**src/rtl/core/crse_pkg.sv**
```systemverilog
`timescale 1ns / 1ps
// Shared types and widths for the Catmull-Rom spline evaluator.
// No dependencies; crse_store, crse_basis, crse_dot, the top level and crse_checker import it.

package crse_pkg;

    // Action codes carried by an input beat.
    localparam int ACT_W = 2;
    localparam logic [ACT_W-1:0] ACT_APPEND = 2'd0;
    localparam logic [ACT_W-1:0] ACT_POS    = 2'd1;
    localparam logic [ACT_W-1:0] ACT_GRAD   = 2'd2;

    // Field widths.
    localparam int COORD_W   = 32;
    localparam int PARAM_W   = 22;
    localparam int FRAC_BITS = 16;
    localparam int SEG_W     = PARAM_W - FRAC_BITS;
    localparam int GAIN_W    = 17;
    localparam int GAIN_FRAC = 16;
    localparam logic [GAIN_W-1:0] GAIN_RESET = 17'd32768;

    localparam int MAX_POINTS_DEF = 64;

    // Four control points feed every evaluation.
    localparam int PTS = 4;

    // Datapath widths. Every basis weight stays below 2^(FRAC_BITS+4) in magnitude.
    localparam int WGT_W  = FRAC_BITS + 5;
    localparam int PROD_W = COORD_W + WGT_W;
    localparam int ACC_W  = PROD_W + 2;
    localparam int A_W    = ACC_W - FRAC_BITS;
    localparam int SCL_W  = A_W + GAIN_W + 1;
    localparam int RND_W  = SCL_W - GAIN_FRAC;

    typedef struct packed {
        logic signed [COORD_W-1:0] z;
        logic signed [COORD_W-1:0] y;
        logic signed [COORD_W-1:0] x;
    } point_t;

    // Per-stage load enables of the evaluation pipeline.
    typedef struct packed {
        logic s1;
        logic s2;
        logic s3;
        logic s4;
        logic s5;
        logic s6;
        logic s7;
    } stage_ld_t;

endpackage

```
**src/rtl/core/crse_basis.sv**
```systemverilog
`timescale 1ns / 1ps
// Basis weight pipeline: t^2, t^3 and the four position or gradient weights.
// Uses crse_pkg.

module crse_basis import crse_pkg::*; (
    input  logic                     clk,
    input  stage_ld_t                ld,
    input  logic [FRAC_BITS-1:0]     frac,
    input  logic                     grad,
    output logic signed [WGT_W-1:0]  wgt [PTS]
);

    localparam int SQ_W = 2 * FRAC_BITS;
    localparam logic signed [WGT_W-1:0] ONE_W = WGT_W'(1 << FRAC_BITS);

    logic [FRAC_BITS-1:0] f1_reg;
    logic [FRAC_BITS-1:0] tt1_reg;
    logic                 grad1_reg;
    logic [FRAC_BITS-1:0] f2_reg;
    logic [FRAC_BITS-1:0] tt2_reg;
    logic [FRAC_BITS-1:0] ttt2_reg;
    logic                 grad2_reg;
    logic [SQ_W-1:0]      sq;
    logic [SQ_W-1:0]      cube;
    logic signed [WGT_W-1:0] fs;
    logic signed [WGT_W-1:0] t2;
    logic signed [WGT_W-1:0] t3;
    logic signed [WGT_W-1:0] w_next [PTS];
    logic signed [WGT_W-1:0] w_reg [PTS];

    assign sq   = SQ_W'(frac) * SQ_W'(frac);
    assign cube = SQ_W'(tt1_reg) * SQ_W'(f1_reg);

    assign fs = $signed(WGT_W'(f2_reg));
    assign t2 = $signed(WGT_W'(tt2_reg));
    assign t3 = $signed(WGT_W'(ttt2_reg));

    always_comb
    begin
        if (grad2_reg)
        begin
            w_next[0] = (fs <<< 2) - (t2 <<< 1) - t2 - ONE_W;
            w_next[1] = (t2 <<< 3) + t2 - (fs <<< 3) - (fs <<< 1);
            w_next[2] = (fs <<< 3) + ONE_W - (t2 <<< 3) - t2;
            w_next[3] = (t2 <<< 1) + t2 - (fs <<< 1);
        end
        else
        begin
            w_next[0] = (t2 <<< 1) - t3 - fs;
            w_next[1] = (t3 <<< 1) + t3 - (t2 <<< 2) - t2 + (ONE_W <<< 1);
            w_next[2] = (t2 <<< 2) + fs - (t3 <<< 1) - t3;
            w_next[3] = t3 - t2;
        end
    end

    always_ff @(posedge clk)
    begin
        if (ld.s1)
        begin
            f1_reg    <= frac;
            tt1_reg   <= sq[SQ_W-1:FRAC_BITS];
            grad1_reg <= grad;
        end
        if (ld.s2)
        begin
            f2_reg    <= f1_reg;
            tt2_reg   <= tt1_reg;
            ttt2_reg  <= cube[SQ_W-1:FRAC_BITS];
            grad2_reg <= grad1_reg;
        end
        if (ld.s3)
        begin
            w_reg <= w_next;
        end
    end

    assign wgt = w_reg;

endmodule

```
**config.mk**
```make
export PLATFORM = sky130hd
export DESIGN_NAME = crse_basis
export DESIGN_NICKNAME = d
export VERILOG_FILES = /design/src/rtl/core/crse_pkg.sv /design/src/rtl/core/crse_basis.sv
export SDC_FILE = /design/constraint.sdc
export NUM_CORES = 2
export LEC_CHECK = 0
export ABC_AREA = 1
export BUFFER_PORTS_ARGS = -buffer_cell sky130_fd_sc_hd__buf_2
export CAP_MARGIN = 25
export CORE_MARGIN = 2
export CORE_UTILIZATION = 45
export DETAILED_ROUTE_END_ITERATION = 6
export SLEW_MARGIN = 20
export SYNTH_ARGS = -nofsm -noshare
export SYNTH_HDL_FRONTEND = slang
export SYNTH_SLANG_ARGS = --single-unit
export TNS_END_PERCENT = 5
```
**constraint.sdc**
```tcl
create_clock -name clk -period 14.5 [get_ports clk]
set_input_delay 0 -clock clk [delete_from_list [all_inputs] [get_ports clk]]
set_output_delay 0 -clock clk [all_outputs]
set_load 0.005 [all_outputs]
```
==> qor.txt <==
Fmax: 0.164 GHz
TritonRoute pass-1 iters: 5
GRT Total Usage: 25.7%
CTS Buf Count: 17
First-pass GRT wire length: 156000 um
Max FFs per register: 80
Vias in the first global route: 29087
CP Cell Sequence: nand2_1 > fa_1 > fa_1 > inv_1 > fa_1 > fa_1 > fa_1 > inv_1 > fa_1 > inv_1 > ha_1 > a21o_1 > nor2_1 > a21boi_0 > nor3_1 > nor2_1 > nand2_1 > nand2_1 > nand2_1
Die width: 281 um
Worst slew pin tran: 0.993 ns
Metal-1 WL: 41700 um
Inserted Diodes: 0
Area of the core: 75900 sq um
Status: completed
Syn Inst Count: 4417
Seq cells post-synth: 162
CP startpoint kind: flip-flop
CP dominant cell by count: fa_1
Net Count, Synth: 5362
RSZ-0062 raised after global routing: false
DR vias: 28525
Io pins: 109
H-tree Lvls: 4
Reg2reg start: tt1_reg[12]$_DFFE_PP_
Clk Latency, worst-skew pair: 0.49 ns
Hpwl dp: 79500 um
Seq/Total Area, Yosys: 14.1%
EDFF count, synth: 162
CTS Buffer Depth: 2
Hold_sp: frac[6]
Post-route clock period utilization: 42.1%
Hold depth: 1
TritonCTS Sinks: 162
Cell Area, Synth: 34600 sq um
Worst Hold Class: input port to flip-flop
DR DRC count: 0
Port-buffer cells: 104
WL/cell: 17.8 um
Ratio of cells with drive above 1 in the final layout: 4.47%
CP endpoint kind: flip-flop
Fin. Hold Viols: 0
Hold Crit Endpoint: f1_reg[6]$_DFFE_PP_
Most frequent cells in the layout: inv_1 (991), nand2_1 (988), ha_1 (470)
Row cnt: 101
Share of the synthesized area in the top cell type: 26.1%
CTS tree: done
Clk_skew: 0.0181 ns
Commonest non-fill, non-tap cell in the layout: inv_1
R2R Path End: ttt2_reg[12]$_DFFE_PP_
Top Metal Used: met4
Max Slew Vio Count: 0
Initial Util: 45.5%
CP max-delay cell: edfxtp_1
Setup_tns: 0 ns
Syn Area/Cell: 7.82 sq um
Root buffer cell: clkbuf_16
MaxCap Viol Count: 0
Setup CP Type: flip-flop to flip-flop
Fin crit period: 6.10 ns
DRT iter0 DRCs: 1657
Largest net degree at the start of global routing: 55
WL final: 97900 um
Postcts setup bufs: 0
Cell variety after synth: 52
Syn. warnings: 0
Crit-path max FO: 17
Die height: 281 um
Data arrival, critical path: 6.33 ns
Clk pin slew, worst setup/hold paths: 0.07 ns
Worst reg2reg setup slack: 8.40 ns
Initial antenna violation count: 2
Final setup fails: 0
Met3 wire length: 4440 um
Layout Nets: 5406
DRT antenna net count: 0
Reg2reg path depth: 19
Wire length on met2: 47300 um
Top FF cell, synth: edfxtp_1
Largest stage delay on the critical path: 0.94 ns
Post-synth ARST share: 0%
Die Area: 79000 sq um
Slew headroom: 33.7%
Top post-synthesis cells by area: fa_1 (26%), ha_1 (17%), edfxtp_1 (14%)
Syn-to-layout area delta: 6.45%
Global route total overflow: 0
CP Data Required Time: 14.73 ns
RD Place Congestion: 0.961
Leading area contributor after synthesis: fa_1
DR vias/cell: 5.18
worst max-delay path by stage:
stage,depth (start not counted),slack [ns],start,endpoint
2_1_floorplan,22,9.04,tt1_reg[15]$_DFFE_PP_,ttt2_reg[12]$_DFFE_PP_
3_3_place_gp,20,8.48,tt1_reg[10]$_DFFE_PP_,ttt2_reg[12]$_DFFE_PP_
3_5_place_dp,19,8.44,tt1_reg[12]$_DFFE_PP_,ttt2_reg[12]$_DFFE_PP_
4_1_cts,19,8.43,tt1_reg[12]$_DFFE_PP_,ttt2_reg[12]$_DFFE_PP_
5_1_grt,20,8.06,tt1_reg[10]$_DFFE_PP_,ttt2_reg[6]$_DFFE_PP_
6_report,19,8.40,tt1_reg[12]$_DFFE_PP_,ttt2_reg[12]$_DFFE_PP_
cells in the mapped netlist, types with 5 or more instances:
master	number
inv_1	991
nand2_1	988
ha_1	470
fa_1	450
a21oi_1	317
nor2_1	217
o21ai_0	198
edfxtp_1	162
nand3_1	116
clkbuf_1	103
xor2_1	67
xnor2_1	49
a21o_1	43
nor3_1	37
o21bai_1	24
a31oi_1	21
nand4_1	21
o21ai_1	17
o21ai_2	13
nand2_2	9
o31ai_1	9
or2_2	8
a21boi_0	7
a21boi_1	7
and2_1	7
o211ai_1	6
a21oi_2	5
buf_4	5
nand3b_1	5
o21a_1	5
final cells by class:
cell class	count	area (sq um)
fill	7613	39200
multi-input combinational	3151	25500
sequential	162	4860
inverter	995	3730
tap	1030	1290
timing repair buffer	134	793
clock buffer	17	425
clock inverter	15	151
worst max-delay path, delay by kind of cell (launching register included):
family                     cells  cell delay, ns
and+or+nand+nor                7            0.80
adders and majority gates      7            3.34
DFF                            1            0.94
AOI/OAI and AO/OA              2            0.60
buffers and inverters          3            0.15
kinds of logic (layout without fill, tap and decap cells):
family | after synthesis | in the layout | synth area share (%)
muxes | 1 | 1 | 0.0290
DFF | 162 | 162 | 14.1
buffers and inverters | 1104 | 1161 | 12.1
adders and majority gates | 920 | 920 | 43.1
and+or+nand+nor | 1422 | 1422 | 16.5
xor gates and xnor gates | 117 | 117 | 2.99
AOI/OAI and AO/OA | 691 | 691 | 11.2
per-layer routing:
| layer | GRT usage [%] | up-vias |
|---|---|---|
| li1 | - | 13909 |
| met1 | 32.4 | 13713 |
| met2 | 44.7 | 704 |
| met3 | 2.99 | 199 |
| met4 | 11.0 | 0 |
| met5 | 0 | - |
per-stage QoR:
step | worst slack, ns | utilization [%] | instances | cell area, sq um | hold WS [ns]
3_5_place_dp | 8.44 | 47.4 | 5455 | 36000 | 0.259
6_report | 8.40 | 48.4 | 5504 | 36800 | 0.0336
4_1_cts | 8.43 | 48.4 | 5504 | 36800 | 0.00587
5_1_grt | 8.06 | 48.4 | 5504 | 36800 | 0.0311
2_1_floorplan | 9.04 | - | 4417 | 34600 | 0.0989
3_3_place_gp | 8.48 | 47.4 | 5455 | 36000 | 0.258
timing repair:
action                                  CTS  global route
endpoints found under the setup margin    0             0
resized for setup                         0             0
hold buffers                             17             0
endpoints found under the hold margin    48             0
Power is left out: the tool's default activity adds up to more than one toggle a clock period on the data nets, which glitch-free logic cannot reach.
